`config.mk`:
```
export PLATFORM = sky130hd
export DESIGN_NAME = dtx_csr
export DESIGN_NICKNAME = d
export VERILOG_FILES = /design/src/hw/rtl/dtx_pkg.sv /design/src/hw/rtl/dtx_csr.sv
export SDC_FILE = /design/constraint.sdc
export NUM_CORES = 1
export LEC_CHECK = 0
export ABC_CLOCK_PERIOD_IN_PS = 1000
export BUFFER_PORTS_ARGS = -buffer_cell sky130_fd_sc_hd__buf_4
export CAP_MARGIN = 20
export CORE_ASPECT_RATIO = 1.75
export CORE_MARGIN = 4
export CORE_UTILIZATION = 41
export DETAILED_ROUTE_END_ITERATION = 8
export HOLD_SLACK_MARGIN = 0.02
export PLACE_DENSITY = 0.9
export SLEW_MARGIN = 0
export SYNTH_ARGS = -nofsm -noshare
export SYNTH_HDL_FRONTEND = slang
export SYNTH_SLANG_ARGS = --single-unit
```
`constraint.sdc`:
```
create_clock -name clock -period 1 [get_ports clock]
set_input_delay 0.1 -clock clock [delete_from_list [all_inputs] [get_ports clock]]
set_output_delay 0.1 -clock clock [all_outputs]
set_load 0.005 [all_outputs]
```
`src/hw/rtl/dtx_pkg.sv`:
```
// ----------------------------------------------------------------------------
// City-block distance transform package
// Shared types, sizes and helper functions of the distance transform core.
// ----------------------------------------------------------------------------
package dtx_pkg;

   localparam int MAX_ROWS  = 128;
   localparam int MAX_COLS  = 128;
   localparam int ROW_W     = $clog2(MAX_ROWS);
   localparam int COL_W     = $clog2(MAX_COLS);
   localparam int ADDR_W    = ROW_W + COL_W;
   localparam int MEM_DEPTH = MAX_ROWS * MAX_COLS;
   localparam int DIST_W    = 8;
   localparam int ENTRY_W   = DIST_W + 1;
   localparam int REG_W     = 8;
   localparam int PADDR_W   = 3;
   localparam int PDATA_W   = 32;

   localparam logic [DIST_W-1:0] DIST_INF = '1;

   typedef struct packed {
      logic             mode;
      logic [ROW_W-1:0] row;
      logic [COL_W-1:0] col;
      logic             pixel;
   } dtx_req_type;

   typedef struct packed {
      logic [DIST_W-1:0] distance;
      logic              no_white;
      logic              outside;
   } dtx_rsp_type;

   typedef struct packed {
      logic               en;
      logic [ADDR_W-1:0]  addr;
      logic [ENTRY_W-1:0] data;
   } mem_wr_type;

   typedef struct packed {
      logic [ADDR_W-1:0] addr_a;
      logic [ADDR_W-1:0] addr_b;
   } mem_rd_type;

   typedef struct packed {
      logic busy;
      logic any_white;
   } scan_stat_type;

   typedef enum logic {
      REG_NUM_ROWS = 1'b0,
      REG_NUM_COLS = 1'b1
   } reg_idx_type;

   localparam logic MODE_WRITE = 1'b0;
   localparam logic MODE_READ  = 1'b1;

   function automatic logic [DIST_W-1:0] dist_inc(input logic [DIST_W-1:0] v);
      logic [DIST_W-1:0] r;
      if (v >= DIST_INF - DIST_W'(1)) begin
         r = DIST_INF;
      end else begin
         r = v + DIST_W'(1);
      end
      return r;
   endfunction

   function automatic logic [DIST_W-1:0] dist_min(input logic [DIST_W-1:0] a,
                                                  input logic [DIST_W-1:0] b);
      return (a < b) ? a : b;
   endfunction

endpackage

```
`src/hw/rtl/dtx_csr.sv`:
```
// ----------------------------------------------------------------------------
// Configuration registers
// Window size registers behind the APB-style port, clamped to the store size.
// ----------------------------------------------------------------------------
module dtx_csr
   import dtx_pkg::*;
(
   input  logic               clock,
   input  logic               reset,
   input  logic               psel,
   input  logic               penable,
   input  logic               pwrite,
   input  logic [PADDR_W-1:0] paddr,
   input  logic [PDATA_W-1:0] pwdata,
   output logic [PDATA_W-1:0] prdata,
   output logic               pready,
   output logic [REG_W-1:0]   eff_rows,
   output logic [REG_W-1:0]   eff_cols,
   output logic               cfg_write
);

   logic [REG_W-1:0] num_rows_ff;
   logic [REG_W-1:0] num_rows_in;
   logic [REG_W-1:0] num_cols_ff;
   logic [REG_W-1:0] num_cols_in;
   reg_idx_type      idx;

   assign pready    = 1'b1;
   assign idx       = reg_idx_type'(paddr[2]);
   assign cfg_write = psel && penable && pwrite;

   always_comb begin
      num_rows_in = num_rows_ff;
      num_cols_in = num_cols_ff;
      if (cfg_write) begin
         unique case (idx)
            REG_NUM_ROWS: num_rows_in = pwdata[REG_W-1:0];
            REG_NUM_COLS: num_cols_in = pwdata[REG_W-1:0];
            default:      num_rows_in = num_rows_ff;
         endcase
      end
   end

   always_ff @(posedge clock) begin
      if (reset) begin
         num_rows_ff <= REG_W'(MAX_ROWS);
         num_cols_ff <= REG_W'(MAX_COLS);
      end else begin
         num_rows_ff <= num_rows_in;
         num_cols_ff <= num_cols_in;
      end
   end

   always_comb begin
      unique case (idx)
         REG_NUM_ROWS: prdata = PDATA_W'(num_rows_ff);
         REG_NUM_COLS: prdata = PDATA_W'(num_cols_ff);
         default:      prdata = '0;
      endcase
   end

   assign eff_rows = (num_rows_ff > REG_W'(MAX_ROWS)) ? REG_W'(MAX_ROWS) : num_rows_ff;
   assign eff_cols = (num_cols_ff > REG_W'(MAX_COLS)) ? REG_W'(MAX_COLS) : num_cols_ff;

endmodule

```
# == Yosys cells after proc, flatten, opt, wreduce, memory -nomap -nowiden ==
# Index checks and enable logic that the tools add are counted.
# classes
order_cmp,2
muxes,3
n_bitwise,1
reduce_logical,4
# ops
cell,n
32-bit one-hot mux with 2 select lines,1
8-bit > comparator (second input constant),2
8-bit 2-to-1 mux,2
2-bit AND reduction,2
1-bit logical AND,2
1-bit inverter,1
# totals
regBits,16
inputBits,40
out_inout_bits,50
wordCells,12

# == Longest topological paths before layout ==
# logic_depth
word_depth,3
depth_mapped,3
mapped_depth_nobuf,2

# == Least setup slack after synthesis ==
# No wires, ideal clock.
# synth_path
path_type,register to output
from,register num_cols_ff[7]
to,output port prdata[7]
arrival_ps,638
t_required_ps,900
setup_slack_ps,262
path_stages_with_launch,2
n_path_buf,0
cell_sequence,dfxtp_1 mux2_2
# synth_via
elab_chain_len,1
# synth_lines
element,line,rtl
"start, declared",dtx_csr.sv:24,logic [REG_W-1:0] num_cols_ff;
"start signal, assigned",dtx_csr.sv:47,num_cols_ff <= REG_W'(MAX_COLS);
"start signal, assigned",dtx_csr.sv:50,num_cols_ff <= num_cols_in;
32-bit one-hot mux with 2 select lines,dtx_csr.sv:55,unique case (idx)
"end, declared",dtx_csr.sv:15,"output logic [PDATA_W-1:0] prdata,"
# No other way between the ends. The select of a mux whose other input is x is not followed.

# == Worst setup path in the final report ==
# layout_path
from,register num_rows_ff[7]
to,output port prdata[7]
# layout_via
elab_chain_len,1
# layout_lines
element,line,rtl
"start, declared",dtx_csr.sv:22,logic [REG_W-1:0] num_rows_ff;
"start signal, assigned",dtx_csr.sv:46,num_rows_ff <= REG_W'(MAX_ROWS);
"start signal, assigned",dtx_csr.sv:49,num_rows_ff <= num_rows_in;
32-bit one-hot mux with 2 select lines,dtx_csr.sv:55,
# No other way between the ends. The select of a mux whose other input is x is not followed.

==> qor.yml <==
status: "complete, but fails checks"
failed_checks: "negative setup slack"
critical_path_class: "reg2out"
wl_mm: 2.706
maxSlewViolCount: 0
seq_area_frac_synth_pct: 29.53
synth-compound-area-share_pct: 0
utilization_pct: 61.56
pin_count: 90
syn2layout_area_growth_pct: 43.14
gp_congestion: 0.7136
endpoint_kind: "primary output"
synthAdderAreaFrac_pct: 0
avgSynthCellArea_um2: 9.352
final-setup-viol-count: 21
period_share_pct: 110.3
synthArstFlopShare_pct: 0
ys_warn_count: 0
clk_pin_slew_ns: 0.07
max_freq_ghz: 0.9064
power_leakage_nw: 0.7429
initial_utilization_pct: 43.01
diodes: 0
antenna_left: 0
die_h_um: 76.05
fin_crit_ns: 1.103
gr-total-overflow: 0
synth_ff_type: "dfxtp_1"
wl_per_cell_um: 14.32
max-cap-violations: 0
dieArea_um2: 3565
fillCellCount: 219
rsz0062_at_grt: "yes"
ctsRootBufferMaster: "clkbuf_8"
crit_path_max_fanout: 5
dpl.cell_count: 177
die_x_um: 46.89
required_ns: 0.90
cts_hold_buf: 0
synth_top_family_by_area: "simple AND/OR/NAND/NOR gates"
synth_area_leaders: "dfxtp_1 (30%), buf_4 (18%), mux2i_1 (15%)"
synth_edf_count: 0
netlist_instances: 116
num_rows: 24
slowest_delay_ns: 0.36
holdCritStartpoint: "pwdata[7]"
drtIter0Drc: 9
via_per_inst: 4.704
insertion_delay_ns: 0.25
coreArea_um2: 2522
cp_data_arrival_time_ns: 1.00
drc: 0
power_density_nw_per_um2: 943.2
clockBufferDepth: 2
grt_max_degree: 25
cts_buffers: 3
syn_area_um2: 1085
crit_path_start: "num_rows_ff[7]$_SDFFE_PP1P_"
grt_usage_pct: 16.08
cts_tree: "done"
hold_slack_ns: 0.1286
fin_ws_ns: -0.1032
worstPathCellList: "mux2_4 > buf_6"
nets: 204
hold_viol_final: 0
reg2reg_from: "num_cols_ff[7]$_SDFFE_PP1P_"
skew_ns: 0
grt_pass1_vias: 911
post-synth-top-area-cell: "dfxtp_1"
dr.pass1.iters: 4
yosys.area_share.xor_xnor_pct: 0
antenna_found_initial: 0
vias: 889
muxShareOfSynthArea_pct: 23.07
cpMaxStageDelayCell: "dfxtp_4"
yosys.area_share.simple_pct: 26.30
hp-class: "in2reg"
yosysMostFrequentCell: "buf_4"
io_buffers: 38
drive_gt1_share_pct: 50.92
synth_top_area_share_pct: 29.53
synth_seq_cells: 16
grt_pass1_wl_mm: 4.153
h-tree-depth: 1
peakVddDrop_uv: 843.2
numClockSinks: 16
synth_cell_types: 15
worstSetupStartpointType: "flip-flop"
power.total_mw: 1.465
fin_cells: 189
dpl.hpwl_mm: 1.949
synthTopCellsByCount: "buf_4 (26), nand2b_1 (21), dfxtp_1 (16), mux2i_1 (16), nor2b_1 (14)"
-- timing repair --
action	in CTS	in global routing
setup endpoints to repair	23	24
resized for setup	40	6
endpoints found under the hold margin	0	0
setup buffers	7	1
-- where the power goes --
group	internal (mW)	switching, mW	leakage [nW]
combinational	0.120	0.103	0.579
sequential	0.649	0.0120	0.135
clock	0.350	0.231	0.0288
total	1.12	0.346	0.743
-- final timing paths --
path / cells past startpoint / slack (ns) / to
max: 2 / -0.10 / prdata[7]
max reg2reg: 3 / 0.20 / num_cols_ff[7]$_SDFFE_PP1P_
min reg2reg: 2 / 0.49 / num_cols_ff[0]$_SDFFE_PP0P_
min: 3 / 0.13 / num_rows_ff[7]$_SDFFE_PP1P_
-- routing by layer --
layer	up-vias	global-route usage, %	routed length, um
met5	-	0	0
met4	0	11.08	112
met3	9	2.364	221
met2	51	28.20	1445
met1	409	15.50	926
li1	420	-	-
-- flip-flops by register name, indices dropped and copies added (netlist names) --
register	cells
num_rows_ff	8
num_cols_ff	8
-- critical path, delay by kind of cell, from the launching register on --
family | cells | cell delay (ns)
flops | 1 | 0.36
buf+inv | 1 | 0.12
mux | 1 | 0.27
-- cells in the final DEF, fill, tap and decap left out, drive strengths merged --
master	count
nand2b	21
mux2	8
nor2b	14
buf	51
nor2	3
and4b	1
dfxtp	16
clkbuf	4
mux2i	16
and3	1
and4	1
nand4	1
conb	25
nand4b	1
-- cell families (layout without fill, tap and decap cells) --
kind of cell | Yosys count | count (layout)
mux | 24 | 24
simple gates | 43 | 43
flops | 16 | 16
other cells | 2 | 25
buf+inv | 31 | 55
-- through the flow --
| stage | setup TNS [ns] | setup slack (ns) | instance area (um^2) |
|---|---|---|---|
| finish | -1.433 | -0.1032 | 1553 |
| global route | -2.221 | -0.1330 | 1553 |
| CTS | -1.567 | -0.1078 | 1525 |
| detailed placement | 0 | 0.03660 | 1305 |
| global placement | 0 | 0.05290 | 1305 |
| floorplan | 0 | 0.2624 | 1171 |
-- layout make-up --
class	count	area (um^2)	share of cell area [%]
Multi-Input combinational cell	92	686.9	44.24
Clock buffer	4	55.05	3.546
Tap cell	26	32.53	2.095
Sequential cell	16	342.8	22.08
Timing Repair Buffer	51	435.4	28.04
(Power assumes the default switching activity.)
