## src/hw/rtl/dtx_pkg.sv

```systemverilog
// ----------------------------------------------------------------------------
// City-block distance transform package
// Shared types, sizes and helper functions of the distance transform core.
// ----------------------------------------------------------------------------
package dtx_pkg;

   localparam int MAX_ROWS  = 128;
   localparam int MAX_COLS  = 128;
   localparam int ROW_W     = $clog2(MAX_ROWS);
   localparam int COL_W     = $clog2(MAX_COLS);
   localparam int ADDR_W    = ROW_W + COL_W;
   localparam int MEM_DEPTH = MAX_ROWS * MAX_COLS;
   localparam int DIST_W    = 8;
   localparam int ENTRY_W   = DIST_W + 1;
   localparam int REG_W     = 8;
   localparam int PADDR_W   = 3;
   localparam int PDATA_W   = 32;

   localparam logic [DIST_W-1:0] DIST_INF = '1;

   typedef struct packed {
      logic             mode;
      logic [ROW_W-1:0] row;
      logic [COL_W-1:0] col;
      logic             pixel;
   } dtx_req_type;

   typedef struct packed {
      logic [DIST_W-1:0] distance;
      logic              no_white;
      logic              outside;
   } dtx_rsp_type;

   typedef struct packed {
      logic               en;
      logic [ADDR_W-1:0]  addr;
      logic [ENTRY_W-1:0] data;
   } mem_wr_type;

   typedef struct packed {
      logic [ADDR_W-1:0] addr_a;
      logic [ADDR_W-1:0] addr_b;
   } mem_rd_type;

   typedef struct packed {
      logic busy;
      logic any_white;
   } scan_stat_type;

   typedef enum logic {
      REG_NUM_ROWS = 1'b0,
      REG_NUM_COLS = 1'b1
   } reg_idx_type;

   localparam logic MODE_WRITE = 1'b0;
   localparam logic MODE_READ  = 1'b1;

   function automatic logic [DIST_W-1:0] dist_inc(input logic [DIST_W-1:0] v);
      logic [DIST_W-1:0] r;
      if (v >= DIST_INF - DIST_W'(1)) begin
         r = DIST_INF;
      end else begin
         r = v + DIST_W'(1);
      end
      return r;
   endfunction

   function automatic logic [DIST_W-1:0] dist_min(input logic [DIST_W-1:0] a,
                                                  input logic [DIST_W-1:0] b);
      return (a < b) ? a : b;
   endfunction

endpackage

```

## src/hw/rtl/dtx_scan.sv

```systemverilog
// ----------------------------------------------------------------------------
// Raster scan engine
// Forward and backward raster passes over the store, one pixel per cycle,
// with a read stage and a compute and write-back stage.
// ----------------------------------------------------------------------------
module dtx_scan
   import dtx_pkg::*;
(
   input  logic               clock,
   input  logic               reset,
   input  logic               start,
   input  logic [REG_W-1:0]   eff_rows,
   input  logic [REG_W-1:0]   eff_cols,
   input  logic [ENTRY_W-1:0] rd_data_a,
   input  logic [ENTRY_W-1:0] rd_data_b,
   output mem_rd_type         scan_rd,
   output mem_wr_type         scan_wr,
   output scan_stat_type      stat
);

   typedef enum logic [1:0] {
      PH_IDLE,
      PH_FWD,
      PH_BWD
   } phase_type;

   phase_type         phase_ff;
   phase_type         phase_in;
   logic [ROW_W-1:0]  r_ff;
   logic [ROW_W-1:0]  r_in;
   logic [COL_W-1:0]  c_ff;
   logic [COL_W-1:0]  c_in;
   logic              s2_valid_ff;
   logic              s2_bwd_ff;
   logic [ROW_W-1:0]  s2_r_ff;
   logic [COL_W-1:0]  s2_c_ff;
   logic [DIST_W-1:0] prev_d_ff;
   logic [DIST_W-1:0] prev_d_in;
   logic              any_white_ff;
   logic              any_white_in;

   logic [ROW_W-1:0]  last_r;
   logic [COL_W-1:0]  last_c;
   logic [DIST_W-1:0] d_fwd;
   logic [DIST_W-1:0] d_bwd;
   logic [DIST_W-1:0] d_new;
   logic [DIST_W-1:0] up_d;
   logic [DIST_W-1:0] left_d;
   logic [DIST_W-1:0] down_d;
   logic [DIST_W-1:0] right_d;

   assign last_r = ROW_W'(eff_rows - REG_W'(1));
   assign last_c = COL_W'(eff_cols - REG_W'(1));

   always_comb begin
      phase_in = phase_ff;
      r_in     = r_ff;
      c_in     = c_ff;
      scan_rd.addr_a = {r_ff, c_ff};
      scan_rd.addr_b = {r_ff - ROW_W'(1), c_ff};
      unique case (phase_ff)
         PH_IDLE: begin
            if (start) begin
               phase_in = PH_FWD;
               r_in     = '0;
               c_in     = '0;
            end
         end
         PH_FWD: begin
            if (c_ff == last_c) begin
               if (r_ff == last_r) begin
                  phase_in = PH_BWD;
                  r_in     = last_r;
                  c_in     = last_c;
               end else begin
                  r_in = r_ff + ROW_W'(1);
                  c_in = '0;
               end
            end else begin
               c_in = c_ff + COL_W'(1);
            end
         end
         PH_BWD: begin
            scan_rd.addr_b = {r_ff + ROW_W'(1), c_ff};
            if (c_ff == '0) begin
               if (r_ff == '0) begin
                  phase_in = PH_IDLE;
               end else begin
                  r_in = r_ff - ROW_W'(1);
                  c_in = last_c;
               end
            end else begin
               c_in = c_ff - COL_W'(1);
            end
         end
         default: phase_in = PH_IDLE;
      endcase
   end

   always_comb begin
      up_d    = (s2_r_ff != '0) ? dist_inc(rd_data_b[DIST_W-1:0]) : DIST_INF;
      left_d  = (s2_c_ff != '0) ? dist_inc(prev_d_ff) : DIST_INF;
      down_d  = (({1'b0, s2_r_ff} + REG_W'(1)) < eff_rows) ?
                dist_inc(rd_data_b[DIST_W-1:0]) : DIST_INF;
      right_d = (({1'b0, s2_c_ff} + REG_W'(1)) < eff_cols) ?
                dist_inc(prev_d_ff) : DIST_INF;
      d_fwd   = rd_data_a[DIST_W] ? '0 : dist_min(up_d, left_d);
      d_bwd   = dist_min(rd_data_a[DIST_W-1:0], dist_min(down_d, right_d));
      d_new   = s2_bwd_ff ? d_bwd : d_fwd;
   end

   always_comb begin
      scan_wr.en   = s2_valid_ff;
      scan_wr.addr = {s2_r_ff, s2_c_ff};
      scan_wr.data = {rd_data_a[DIST_W], d_new};
      prev_d_in    = s2_valid_ff ? d_new : prev_d_ff;
      any_white_in = any_white_ff;
      if (start) begin
         any_white_in = 1'b0;
      end else if (s2_valid_ff && !s2_bwd_ff && rd_data_a[DIST_W]) begin
         any_white_in = 1'b1;
      end
   end

   always_ff @(posedge clock) begin
      if (reset) begin
         phase_ff     <= PH_IDLE;
         s2_valid_ff  <= 1'b0;
         any_white_ff <= 1'b0;
      end else begin
         phase_ff     <= phase_in;
         s2_valid_ff  <= (phase_ff != PH_IDLE);
         any_white_ff <= any_white_in;
      end
      r_ff      <= r_in;
      c_ff      <= c_in;
      s2_bwd_ff <= (phase_ff == PH_BWD);
      s2_r_ff   <= r_ff;
      s2_c_ff   <= c_ff;
      prev_d_ff <= prev_d_in;
   end

   assign stat.busy      = (phase_ff != PH_IDLE);
   assign stat.any_white = any_white_ff;

endmodule

```

## config.mk

```make
export PLATFORM = sky130hd
export DESIGN_NAME = dtx_scan
export DESIGN_NICKNAME = d
export VERILOG_FILES = /design/src/hw/rtl/dtx_pkg.sv /design/src/hw/rtl/dtx_scan.sv
export SDC_FILE = /design/constraint.sdc
export NUM_CORES = 1
export LEC_CHECK = 0
export ABC_CLOCK_PERIOD_IN_PS = 6230
export BUFFER_PORTS_ARGS = -buffer_cell sky130_fd_sc_hd__buf_2
export CORE_MARGIN = 10
export CORE_UTILIZATION = 51
export DETAILED_ROUTE_END_ITERATION = 10
export HOLD_SLACK_MARGIN = 0.03
export PLACE_DENSITY = 0.85
export SYNTH_ARGS = -nofsm -noshare
export SYNTH_HDL_FRONTEND = slang
export SYNTH_SLANG_ARGS = --single-unit
```

## constraint.sdc

```tcl
create_clock -name clock -period 6.23 [get_ports clock]
set_input_delay 0.9345 -clock clock [delete_from_list [all_inputs] [get_ports clock]]
set_output_delay 0.9345 -clock clock [all_outputs]
set_load 0.02 [all_outputs]
```

=== After elaboration in Yosys (flattened, before gate mapping) ===
Cells that the tools add are included.

* Bits in registers: 41
* Bits in latches: 0
* Memories: 0
* Logic and storage cells: 80
* Memory bits (writable): 0
* Bits in read-only memories: 0

* Reductions and logical operators: 14
* Add/subtract/negate cells: 10
* Shifts and indexed selects: 0
* Divide/modulo/power cells: 0
* $mul: 0
* Bitwise gates (word level): 0
* Order comparisons: 7
* Muxes and demuxes: 29
* Eq/ne operators: 11

{| class="wikitable"
|+ Operators with widths
! operator !! count
|-
| $mux 8 || 11
|-
| $mux 7 || 9
|-
| $pmux 7 s3 || 2
|-
| $lt 8x8->1 || 5
|-
| $sub 7x1->7 const B || 4
|-
| $add 7x1->8 const B || 2
|-
| $add 8x1->8 const B || 2
|-
| $ge 8x8->1 const B || 2
|-
| $add 7x1->7 const B || 2
|-
| $eq 7x7->1 || 2
|-
| $logic_not 7->1 || 2
|-
| $mux 14 || 1
|-
| $reduce_bool 7->1 || 2
|-
| $ne 2x2->1 const B || 6
|-
| $mux 2 || 5
|-
| $reduce_and 5->1 || 2
|-
| $pmux 2 s3 || 1
|-
| $ne 3x3->1 const B || 1
|-
| $reduce_and 3->1 || 1
|-
| $reduce_bool 3->1 || 1
|-
| $eq 2x1->1 const B || 1
|-
| $eq 2x2->1 const B || 1
|-
| $logic_and 1x1->1 || 2
|-
| $logic_not 2->1 || 1
|-
| other kinds (3) || 3
|}

=== Longest topological paths before layout ===
Gate-level depths: netlist (run 1).

* Depth after elaboration: 8
* Gate-level depth with buffers: 27

=== Worst setup path after synthesis (run 1) ===
OpenSTA, ideal clock, no wires.

* Kind: input port to output port
* Start point: input port eff_cols[1]
* End point: output port scan_wr[2] (netlist bit)
* Data arrival time: 5.311 ns
* Buffers on the path: 1
* Setup slack: -0.016 ns
* Stages on the path: 22
* Cells stage by stage: inv_1 > ha_1 > or4_1 > a21oi_2 > o31ai_2 > nand2b_4 > nor2_1 > ha_1 > a21o_1 > a21o_1 > a21oi_1 > o21ai_2 > mux2_1 > inv_1 > ha_1 > a21oi_1 > o21ai_0 > or3_2 > o31ai_1 > and2_1 > buf_6 > a221o_1

{| class="wikitable"
|+ RTL lines
! element !! RTL line !! RTL
|-
| start, declared || dtx_scan.sv:13 || <nowiki>input logic [REG_W-1:0] eff_cols,</nowiki>
|-
| end, declared || dtx_scan.sv:17 || <nowiki>output mem_wr_type scan_wr,</nowiki>
|}

==> out/qor.log, run 1 <==
INFO  synthesis      yosysUniqueCellTypes=75
INFO  clocking       clock_insertion_delay_worst_skew=0.31ns
INFO  floorplanning  die_w=115um
INFO  cells_and_area antenna-diode-count=0
INFO  run_status     failed_checks=setup timing
INFO  critical_path  crit_end=scan_wr[0]
INFO  min_path       hp-class=reg -> reg
INFO  detailed_routing drt-total-wl=16.6mm
INFO  clocking       clockBufferDepth=2
INFO  critical_path  delay_of_the_slowest_cell_on_the_worst_path=0.55ns
INFO  global_routing gr-usage-met2=41.1%
INFO  clocking       cts-buffers-inserted=5
INFO  cells_and_area register_area=1060um2
INFO  cells_and_area multiInputGateArea=3690um2
INFO  floorplanning  floorplan.die_area=13200um2
INFO  critical_path  timing_worst_setup_path_type=reg -> out
INFO  floorplanning  core.rowCount=34
INFO  power          leak_pwr=3.06nW
INFO  clocking       cts.sink_count=41
INFO  synthesis      syn_area_per_cell=8.50um2
INFO  critical_path  critical_path.most_common_cell=ha_4
INFO  global_routing globalRouteMet3Util=4.64%
INFO  cells_and_area post_route_cells_drive_above_1_share=42.1%
INFO  timing         slew-limit-headroom=35.8%
INFO  synthesis      ys_seq_area_share=22.6%
INFO  critical_path  critical_path.reg2reg.startpoint=s2_c_ff[0]
INFO  critical_path  timing.critical_path.slowest_stage_cell=or4_4
INFO  synthesis      yosys_warnings=0
INFO  critical_path  critPathArrivalTime=5.76ns
INFO  global_routing gr-usage-met1=24.2%
INFO  clocking       holdBufCountCts=0
INFO  clocking       cts.reportedPaths.clkPinSlew=0.09ns
INFO  clocking       cts_htree_levels=2
INFO  floorplanning  initial_core_util=52.5%
INFO  global_routing wire_length_of_the_first_global_routing_pass=24.9mm
INFO  synthesis      ys_async_sr_fraction=0%
INFO  clocking       cts_tree=built
INFO  floorplanning  die_h=115um
INFO  timing         final_critical_period=6.69ns
INFO  critical_path  required=5.30ns
INFO  detailed_routing drt_pre_antenna_iters=7
INFO  timing         setup_repair_after_global_routing_missed_its_margin=yes
INFO  global_routing first_global_vias=5184
INFO  synthesis      synthesis.nets=632
INFO  critical_path  crit_path_max_fanout=4
INFO  detailed_routing dr.first_iter.drc_count=367
INFO  timing         hold_violations=0
INFO  placed_design  dp_hpwl=10.6mm
INFO  critical_path  timing.critical_path.from_type=flop
INFO  global_routing initial_antenna_violation_count=0
INFO  detailed_routing detail-route-antenna-nets=0
INFO  critical_path  worstSetupStartpoint=s2_c_ff[0]
INFO  global_routing grt_max_degree=26
INFO  global_routing global_route.usage.total=22.6%
INFO  timing         timing.final.crit_share=107%
INFO  critical_path  worstSetupEndpointType=primary output
INFO  cells_and_area fillers=599
INFO  critical_path  setup_slack_of_the_most_critical_reg_to_reg_path=0.46ns
INFO  placed_design  buffer_ports.inserted=89
INFO  critical_path  worst-r2r-cell-count=26
INFO  timing         worst_slack=-0.463ns
INFO  cells_and_area syn2layout_area_growth=40.4%
INFO  clocking       master_cell_of_the_clock_root_buffer=clkbuf_8
INFO  synthesis      edff_count_synth=22
INFO  placed_design  gpl.final_weighted_congestion=0.939
INFO  synthesis      synth_area=4600um2
INFO  synthesis      most_used_flip_flop_cell_after_synthesis=edfxtp_1
INFO  floorplanning  boundaryPins=91
INFO  placed_design  place_worst_setup_slack=-0.566ns
INFO  timing         fin_skew=0.0170ns
INFO  detailed_routing wire_per_inst=20.2um
INFO  detailed_routing route.detailed.drc=0
INFO  timing         max_freq=149MHz
INFO  detailed_routing post_drt_via_cell_ratio=6.11
INFO  timing         setup_violations=8
INFO  floorplanning  core_area=8760um2
INFO  synthesis      yosys_register_bits=41
INFO  cells_and_area design.final.nets=803
INFO  synthesis      netlist_instances=541
INFO  power          vdd_drop_max=0.249mV
INFO  power          power_density=388nW/um2
INFO  critical_path  critical_path.reg2reg.endpoint=prev_d_ff[4]
INFO  detailed_routing via_count=5014
INFO  global_routing globalRouteOverflowTotal=0
INFO  run_status     status=finished, violations left
INFO  timing         timing_max_transition_violations_final=0
INFO  cells_and_area final_util=73.6%
INFO  global_routing busiest_layer=met2
INFO  flow_run       cap_viol_max_count=0
INFO  timing         worst-slew-pin-transition=0.962ns
==> stage by stage <==
step           power [W]  cell area, um2  std cells  hold slack [ns]  setup TNS (ns)
2_1_floorplan    0.00141            4600        541            0.487               0
3_3_place_gp     0.00178            5440        767            0.509           -3.23
3_5_place_dp     0.00184            5440        767            0.513           -4.22
4_1_cts          0.00226            6170        811            0.534          -0.596
5_1_grt          0.00265            6450        821            0.568           -4.59
6_report         0.00251            6450        821            0.528           -3.24
==> repair_timing <==
item,in CTS,in global routing
setup buffers,36,10
pin swaps,37,22
endpoints found under the setup margin,8,8
gates resized for setup,82,44
==> synthesized netlist by cell type (3+ instances only) <==
cell type	instances	area share, %
xor2_1	21	4.0
or3_1	3	0.41
clkbuf_1	11	0.90
xnor3_1	4	2.0
o21ai_0	14	1.5
a311oi_1	5	0.95
mux2i_1	19	4.1
nor3_1	17	1.9
a21o_1	7	1.1
inv_1	51	4.2
nand4_1	4	0.54
a22oi_1	6	0.98
edfxtp_1	22	14
o21bai_1	3	0.49
mux2_2	4	0.98
nor4_1	5	0.68
xnor2_1	34	6.5
buf_4	10	1.6
nor2_1	33	2.7
and2_1	5	0.68
a21oi_1	19	2.1
o21a_1	4	0.65
nor2b_1	9	1.2
a221o_1	6	1.3
nand2_1	44	3.6
ha_1	54	15
a41oi_1	4	0.76
and3_1	13	1.8
dfxtp_1	19	8.3
nand3_1	31	3.4
==> logic make-up (layout without fill, tap and decap cells) <==
group | count (synthesis) | after routing | synth area share [%]
xor+xnor | 59 | 59 | 12.4
flops | 41 | 41 | 22.6
fa+ha+maj | 54 | 54 | 14.7
buf+inv | 79 | 251 | 7.78
mux | 24 | 24 | 5.36
compound gates | 98 | 98 | 16.1
simple gates | 186 | 186 | 21.0
==> cells in the final DEF, fill, tap and decap left out, types with 13 or more instances in the layout <==
cell	instances
a21oi_1	13
xnor2_1	32
buf_2	81
buf_4	99
nand3_1	25
edfxtp_1	22
xor2_1	20
nor2_1	29
inv_1	44
nor3_1	14
mux2i_1	16
and3_1	13
nand2_1	38
ha_4	13
ha_1	37
==> critical path, delay by kind of cell (launching register included) <==
family	cells	cell delay, ns
fa+ha+maj	4	0.75
simple gates	8	1.68
xor+xnor	1	0.17
compound gates	7	1.33
flops	1	0.38
buf+inv	7	0.85
mux	1	0.26
==> how the worst min path moves through the flow <==
stage,to,start,cells past startpoint
final,any_white_ff,any_white_ff,2
after global routing,any_white_ff,any_white_ff,2
after CTS,any_white_ff,any_white_ff,2
after detailed placement,any_white_ff,any_white_ff,2
after global placement,any_white_ff,any_white_ff,2
after floorplan,any_white_ff,any_white_ff,2
==> final cells by class <==
| type | count | share of cell area, % |
|---|---|---|
| multi-input cells | 421 | 57.2 |
| well taps | 108 | 2.09 |
| clock buffers | 7 | 1.34 |
| inverters | 51 | 2.97 |
| flip-flops and latches | 41 | 16.4 |
| repair buffers | 192 | 19.9 |
| clock inverters | 1 | 0.116 |
==> metal layers <==
layer  wire (um)  up-vias  part of all wire (%)
met1        5870     2361                    35
li1            -     2260                     -
met3        1300       93                   7.8
met5           0        -                     0
met2        8420      300                    51
met4         992        0                   6.0
==> report_power, final <==
part           internal [W]  switching, W  total [W]
registers          0.000384      0.000144   0.000528
clock network     0.0000903      0.000104   0.000194
logic              0.000828      0.000956    0.00178
total               0.00130       0.00120    0.00251
==> flip-flops by register name (all words and copies together), names as in the netlist <==
signal and count:
phase_ff 2, s2_valid_ff 1, prev_d_ff 8, r_ff 7, any_white_ff 1, s2_c_ff 7
s2_r_ff 7, c_ff 7, s2_bwd_ff 1
(Power assumes the default switching activity.)
==> run 2: changes to the inputs <==
--- a/config.mk
+++ b/config.mk
@@ -5,6 +5,7 @@
 export SDC_FILE = /design/constraint.sdc
 export NUM_CORES = 1
 export LEC_CHECK = 0
+export ABC_AREA = 1
 export ABC_CLOCK_PERIOD_IN_PS = 6230
 export BUFFER_PORTS_ARGS = -buffer_cell sky130_fd_sc_hd__buf_2
 export CORE_MARGIN = 10
==> run 2 against run 1 <==
  * The run now ends clean
  * Setup slack better by 0.90 ns
  * Non-clock buffer count shrank 101
  * Die area is 1.4% lower
  * Combinational power is 12% higher
  * Global-route usage shrank 4.6 points
  * Total power up 12%
  * Wire length shrank 26%
  * Sequential cell count did not move
  * Clock skew grew 0.0023 ns
  * Cell count is 2.1% higher
  * Sequential share of layout area grew 4.0 points
  * Critical endpoint is now scan_wr[2]
  * Highest routed layer unchanged
==> out/qor.log, run 2 <==
INFO  run_status     status=finished, final reports clean
INFO  clocking       cts.reportedPaths.clkPinSlew=0.09ns
INFO  synthesis      ys_seq_area_share=23.0%
INFO  timing         slew-limit-headroom=30.6%
INFO  floorplanning  initial_core_util=52.1%
INFO  timing         timing_max_transition_violations_final=0
INFO  synthesis      synth_area_leader_cell=ha_1
INFO  flow_run       cap_viol_max_count=0
INFO  power          cellInternalPower=0.00121W
INFO  clocking       cts_tree=built
INFO  synthesis      ys_async_sr_fraction=0%
INFO  power          power_density=550nW/um2
INFO  critical_path  timing.critical_path.slowest_stage_cell=dfxtp_1
INFO  clocking       cts.sink_count=41
INFO  cells_and_area regMostFlops=prev_d_ff
INFO  clocking       cts_htree_levels=2
INFO  synthesis      yosysUniqueCellTypes=47
INFO  critical_path  setup_slack_of_the_most_critical_reg_to_reg_path=1.66ns
INFO  cells_and_area syn2layout_area_growth=13.2%
INFO  critical_path  critical_path.most_common_cell=nand2_1
INFO  cells_and_area mostFrequentLayoutCell=nand2_1
INFO  timing         setup_repair_after_global_routing_missed_its_margin=no
INFO  global_routing first_global_vias=4428
INFO  floorplanning  die_h=114um
INFO  detailed_routing via_count=4591
INFO  min_path       hp-class=reg -> reg
INFO  floorplanning  boundaryPins=91
INFO  synthesis      yosys_register_bits=41
INFO  detailed_routing drt_pre_antenna_iters=5
INFO  detailed_routing detail-route-antenna-nets=0
INFO  timing         final_critical_period=5.79ns
INFO  global_routing global_route.usage.total=18.0%
INFO  power          comb_power_share=70.8%
INFO  synthesis      portion_of_synthesized_cell_area_occupied_by_the_leading_cell_type=15.0%
INFO  synthesis      post-synth-top-count-cell=nand2_1
INFO  synthesis      edff_count_synth=22
INFO  critical_path  critical_path.reg2reg.startpoint=s2_r_ff[0]
INFO  detailed_routing dr.first_iter.drc_count=249
INFO  floorplanning  floorplan.die_area=13000um2
INFO  floorplanning  core.rowCount=34
INFO  synthesis      syn_area_per_cell=6.97um2
INFO  synthesis      most_used_flip_flop_cell_after_synthesis=edfxtp_1
INFO  floorplanning  die_w=114um
INFO  min_path       holdCritStartpoint=r_ff[6]
INFO  placed_design  buffer_ports.inserted=89
INFO  timing         fin_skew=0.0193ns
INFO  critical_path  timing_worst_setup_path_type=reg -> out
INFO  cells_and_area final_cell_mix=nand2_1 (143), buf_2 (89), inv_1 (85)
INFO  synthesis      synthesis.nets=739
INFO  timing         fin_tns_setup=0ns
INFO  power          power_switching_share=57.1%
INFO  critical_path  crit_path_max_fanout=9
INFO  timing         max_freq=173MHz
INFO  power          leak_pwr=2.65nW
INFO  cells_and_area post_route_cells_drive_above_1_share=20.0%
INFO  cells_and_area design.final.nets=819
INFO  floorplanning  core_area=8680um2
INFO  global_routing wire_length_of_the_first_global_routing_pass=20.0mm
INFO  global_routing initial_antenna_violation_count=1
INFO  critical_path  critPathArrivalTime=4.86ns
INFO  critical_path  timing.critical_path.from_type=flop
INFO  synthesis      yosys_warnings=0
INFO  clocking       master_cell_of_the_clock_root_buffer=clkbuf_8
INFO  critical_path  worstSetupEndpointType=primary output
INFO  detailed_routing route.detailed.drc=0
INFO  detailed_routing post_drt_via_cell_ratio=5.48
INFO  synthesis      synth_area=4520um2
INFO  timing         hold_violations=0
INFO  clocking       clock_insertion_delay_worst_skew=0.30ns
INFO  global_routing grt_max_degree=17
INFO  synthesis      netlist_top_cells_count=nand2_1 (142), inv_1 (85), nor2_1 (69)
INFO  timing         timing.final.crit_share=92.9%
INFO  placed_design  dp_hpwl=9.99mm
INFO  power          power_switching=0.00161W
INFO  timing         setup_violations=0
INFO  critical_path  worstSetupStartpoint=s2_r_ff[0]
INFO  placed_design  gpl.final_weighted_congestion=0.942
INFO  cells_and_area final_util=58.9%
INFO  clocking       clockBufferDepth=2
INFO  detailed_routing drt-total-wl=12.3mm
INFO  synthesis      netlist_instances=648
INFO  detailed_routing wire_per_inst=14.7um
INFO  synthesis      top_cells_by_area_in_the_synthesized_netlist=ha_1 (15%), edfxtp_1 (15%), nand2_1 (12%)
INFO  global_routing globalRouteOverflowTotal=0
INFO  clocking       cts-buffers-inserted=5
INFO  power          power_frac_clock=6.7%
INFO  power          share_seq_of_total_power=22.4%
INFO  cells_and_area largest_register_ffs=8
INFO  timing         worst-slew-pin-transition=1.03ns
INFO  clocking       holdBufCountCts=0
INFO  critical_path  required=5.30ns
INFO  critical_path  delay_of_the_slowest_cell_on_the_worst_path=0.41ns
INFO  timing         finalHoldWorstSlack=0.460ns
INFO  power          vdd_drop_max=0.404mV
## run 2: cell types whose count changed after synthesis, sizes merged, moves of 10 or more
cell    change
o211ai     +10
nand3      +10
xnor2      -27
mux2i      -19
and3       -13
a21oi      +16
xor2       +15
nand2     +114
nor2       +41
inv        +41
## run 2: final timing paths
kind,to,depth (start not counted)
min reg2reg,s2_r_ff[6],0
max,scan_wr[2],28
min,s2_r_ff[6],0
max reg2reg,prev_d_ff[2],27
## run 2: repair_timing
item	in CTS	in global routing
setup buffers	0	1
gates resized for setup	0	9
setup endpoints to repair	0	8
endpoints found under the hold margin	0	0
## run 2: cells by family (layout without fill, tap and decap cells)
| logic type | after synthesis | in the layout | share of synthesized area, % |
|---|---|---|---|
| other | 0 | 1 | 0 |
| XOR/XNOR | 43 | 43 | 8.50 |
| AO/OA/AOI/OAI | 91 | 91 | 12.2 |
| adder cells (fa/ha/maj) | 54 | 54 | 15.0 |
| AND/OR/NAND/NOR | 308 | 309 | 31.2 |
| flip-flops | 41 | 41 | 23.0 |
| buffers and inverters | 111 | 191 | 10.1 |
## run 2: power by group through the flow
stage	logic (W)	registers, W	clock network [W]
detailed placement	0.00194	0.000630	0
floorplan	0.00137	0.000673	0
global placement	0.00187	0.000624	0
global route	0.00222	0.000650	0.000206
finish	0.00199	0.000631	0.000190
CTS	0.00195	0.000625	0.000197
## run 2: cell type report
| cell class | instances | area, um2 |
|---|---|---|
| Fill cell | 779 | 3560 |
| Inverter | 92 | 345 |
| Multi-Input combinational cell | 497 | 3040 |
| Tap cell | 108 | 135 |
| Clock inverter | 3 | 25.0 |
| Clock buffer | 5 | 68.8 |
| Timing Repair Buffer | 91 | 460 |
| Antenna cell | 1 | 2.50 |
| Sequential cell | 41 | 1040 |
## run 2: per-layer routing
layer  share of wire (%)  vias to the layer above  global-route usage [%]
met2                  50                      165                    32.4
li1                    -                     2276                       -
met4                 1.6                        0                    4.93
met3                 6.8                       18                    3.56
met5                   0                        -                       0
met1                  41                     2132                    21.1
## run 2: worst max-delay path, delay by kind of cell (launching register included)
kind / cells / cell delay (ns)
AO/OA/AOI/OAI: 5 / 0.78
XOR/XNOR: 1 / 0.15
buffers and inverters: 3 / 0.56
AND/OR/NAND/NOR: 15 / 1.51
flip-flops: 1 / 0.41
adder cells (fa/ha/maj): 4 / 1.11
## run 2: stage by stage
| step | setup slack [ns] | total power [W] | area, um2 | cells |
|---|---|---|---|---|
| floorplan | 0.874 | 0.00204 | 4520 | 648 |
| global placement | 0.602 | 0.00249 | 4990 | 827 |
| detailed placement | 0.504 | 0.00257 | 4990 | 827 |
| CTS | 0.170 | 0.00278 | 5090 | 835 |
| global route | 0.0152 | 0.00308 | 5110 | 838 |
| finish | 0.439 | 0.00282 | 5110 | 838 |
==> run 3: changes to the inputs <==
==> constraint.sdc (replaced) <==
create_clock -name clock -period 6.23 [get_ports clock]
set_input_delay 0.3115 -clock clock [delete_from_list [all_inputs] [get_ports clock]]
set_output_delay 0.3115 -clock clock [all_outputs]
set_load 0.02 [all_outputs]
==> run 3 against run 2 <==
  * Setup slack better by 0.14 ns
  * Clock-buffer cell count is 1 higher
  * Worst hold slack worse by 0.27 ns
  * Register-to-register slack worse by 0.47 ns
  * Non-clock buffer count is 2 lower
  * Sequential cell count stayed put
  * First-iteration DRC count is 15% lower
  * Largest cell class unchanged
  * Highest routed layer unchanged
==> out/qor.log, run 3 (same netlist as run 2, synthesis figures left out) <==
INFO  run_status     status=finished, final reports clean
INFO  floorplanning  die_w=114um
INFO  timing         timing_max_transition_violations_final=0
INFO  critical_path  critical_path.reg2reg.startpoint=s2_c_ff[0]
INFO  critical_path  setup_slack_of_the_most_critical_reg_to_reg_path=1.19ns
INFO  global_routing initial_antenna_violation_count=0
INFO  cells_and_area stdcell_area=5100um2
INFO  clocking       cts_tree=built
INFO  power          power_density=551nW/um2
INFO  floorplanning  boundaryPins=91
INFO  placed_design  placedInstanceArea=4990um2
INFO  power          share_seq_of_total_power=22.4%
INFO  critical_path  critical_path.reg2reg.endpoint=prev_d_ff[5]
INFO  global_routing grt_max_degree=17
INFO  placed_design  dp_hpwl=9.82mm
INFO  clocking       clock_insertion_delay_worst_skew=0.30ns
INFO  cells_and_area final_cell_mix=nand2_1 (142), buf_2 (89), inv_1 (85)
INFO  critical_path  timing.critical_path.from_type=flop
INFO  power          power_switching=0.00158W
INFO  min_path       whs_endpoint=any_white_ff
INFO  critical_path  timing.critical_path.slowest_stage_cell=a211oi_4
INFO  floorplanning  floorplan.die_area=13000um2
INFO  cells_and_area design.final.nets=816
INFO  global_routing global_route.usage.total=17.9%
INFO  power          vdd_drop_max=0.386mV
INFO  critical_path  delay_of_the_slowest_cell_on_the_worst_path=0.45ns
INFO  floorplanning  core.rowCount=34
INFO  placed_design  buffer_ports.inserted=89
INFO  flow_run       cap_viol_max_count=0
INFO  power          comb_power_share=69.7%
INFO  cells_and_area largest_register_ffs=8
INFO  detailed_routing wire_per_inst=14.4um
INFO  detailed_routing post_drt_via_cell_ratio=5.38
INFO  cells_and_area mostFrequentLayoutCell=nand2_1
INFO  critical_path  timing_worst_setup_path_type=reg -> out
INFO  detailed_routing detail-route-antenna-nets=0
INFO  power          cellInternalPower=0.00123W
INFO  clocking       cts.sink_count=41
INFO  clocking       cts_htree_levels=2
INFO  detailed_routing via_count=4490
INFO  cells_and_area multiInputGateArea=3030um2
INFO  global_routing globalRouteOverflowTotal=0
INFO  floorplanning  core_area=8680um2
INFO  clocking       cts_setup_buffers=0
INFO  detailed_routing drt-total-wl=12.0mm
INFO  timing         fin_skew=0.0103ns
INFO  detailed_routing dr.first_iter.drc_count=211
INFO  cells_and_area regMostFlops=prev_d_ff
INFO  cells_and_area antenna-diode-count=0
INFO  timing         worst-slew-pin-transition=1.06ns
INFO  critical_path  crit_path_max_fanout=15
INFO  global_routing wire_length_of_the_first_global_routing_pass=19.9mm
INFO  clocking       holdBufCountCts=0
INFO  timing         slew-limit-headroom=28.5%
INFO  cells_and_area register_area=1040um2
INFO  timing         max_freq=177MHz
INFO  min_path       holdCritStartpoint=start
INFO  critical_path  critPathArrivalTime=5.34ns
INFO  detailed_routing drt_pre_antenna_iters=5
INFO  power          power_switching_share=56.2%
INFO  min_path       hold-path-cell-count=2
INFO  timing         final_critical_period=5.65ns
INFO  cells_and_area syn2layout_area_growth=13.0%
INFO  global_routing first_global_vias=4447
INFO  placed_design  gpl.final_weighted_congestion=0.927
INFO  floorplanning  initial_core_util=52.1%
INFO  critical_path  worst-r2r-cell-count=22
INFO  cells_and_area fillers=806
INFO  timing         setup_repair_after_global_routing_missed_its_margin=no
INFO  timing         hold_violations=0
INFO  power          leak_pwr=2.64nW
INFO  timing         setup_violations=0
INFO  clocking       cts.reportedPaths.clkPinSlew=0.08ns
INFO  clocking       master_cell_of_the_clock_root_buffer=clkbuf_8
INFO  detailed_routing route.detailed.drc=0
INFO  power          power_frac_clock=7.9%
INFO  min_path       hp-class=in -> reg
INFO  timing         fin_tns_setup=0ns
INFO  cells_and_area post_route_cells_drive_above_1_share=19.3%
INFO  critical_path  cell_by_cell_trace_of_the_critical_path=nand3_1 > nor3b_1 > xnor2_1 > inv_1 > ha_1 > a21oi_1 > o21a_1 > nand2_4 > nor2_1 > ha_1 > a21oi_1 > nor2_1 > a211oi_1 > nand2_2 > o21ai_0 > ha_1 > a21oi_1 > nor2_1 > a211oi_4 > nand2_4 > nand2_1 > nand3_1 > nand2_1 > buf_2
INFO  clocking       number_of_gates_given_a_new_drive_strength_after_cts=0
INFO  timing         timing.final.crit_share=90.7%
INFO  clocking       cts-buffers-inserted=5
INFO  critical_path  required=5.92ns
INFO  floorplanning  die_h=114um
INFO  clocking       clockBufferDepth=2
INFO  critical_path  worstSetupEndpointType=primary output
run 3: cell count changes in the layout (fill, tap and decap cells not counted), moves of 2 or more:
cell and change:
o21ai_1 -5, a211oi_2 -2, buf_4 -2, o21ai_0 +6
run 3: final cells by class:
cell class                 count  share of cell area, %
sequential                    41                   20.4
multi-input combinational    496                   59.3
clock buffer                   6                   1.42
inverter                      92                   6.76
clock inverter                 2                  0.760
timing repair buffer          89                   8.73
tap                          108                   2.65
run 3: worst max-delay path: cells and delay by family (launching register included):
family                     cells  cell delay [ns]
buffers and inverters          2             0.26
xor gates and xnor gates       1             0.18
AOI/OAI and AO/OA              7             1.68
and+or+nand+nor               11             1.63
adders and majority gates      3             0.86
DFF                            1             0.43
run 3: layer usage:
layer,GRT usage [%],part of all wire [%],vias up
li1,-,-,2264
met1,20.5,42,2084
met2,32.0,50,126
met3,4.14,6.4,16
met4,5.68,1.5,0
met5,0,0,-
run 3: worst max-delay path by stage:
stage | from | end
2_1_floorplan | s2_r_ff[2] | scan_wr[0]
3_3_place_gp | s2_r_ff[2] | scan_wr[1]
3_5_place_dp | s2_c_ff[0] | scan_wr[5]
4_1_cts | s2_c_ff[2] | scan_wr[5]
5_1_grt | s2_r_ff[2] | scan_wr[1]
6_report | s2_c_ff[0] | scan_wr[5]
run 3: power by group through the flow:
| stage | clock (W) | sequential, W | combinational, W |
|---|---|---|---|
| floorplan | 0 | 0.000673 | 0.00137 |
| global placement | 0 | 0.000624 | 0.00186 |
| detailed placement | 0 | 0.000631 | 0.00193 |
| CTS | 0.000226 | 0.000626 | 0.00194 |
| global route | 0.000235 | 0.000651 | 0.00219 |
| finish | 0.000222 | 0.000629 | 0.00196 |
run 3: metrics by stage:
stage | util (%) | worst slack [ns] | cells | hold slack, ns | power (W)
after floorplan | - | 1.50 | 648 | 0.378 | 0.00204
after global placement | 57.5 | 0.973 | 826 | 0.442 | 0.00249
after detailed placement | 57.5 | 0.869 | 826 | 0.444 | 0.00256
after CTS | 58.7 | 0.514 | 834 | 0.184 | 0.00280
after global routing | 58.8 | 0.123 | 834 | 0.187 | 0.00307
final | 58.8 | 0.576 | 834 | 0.187 | 0.00281
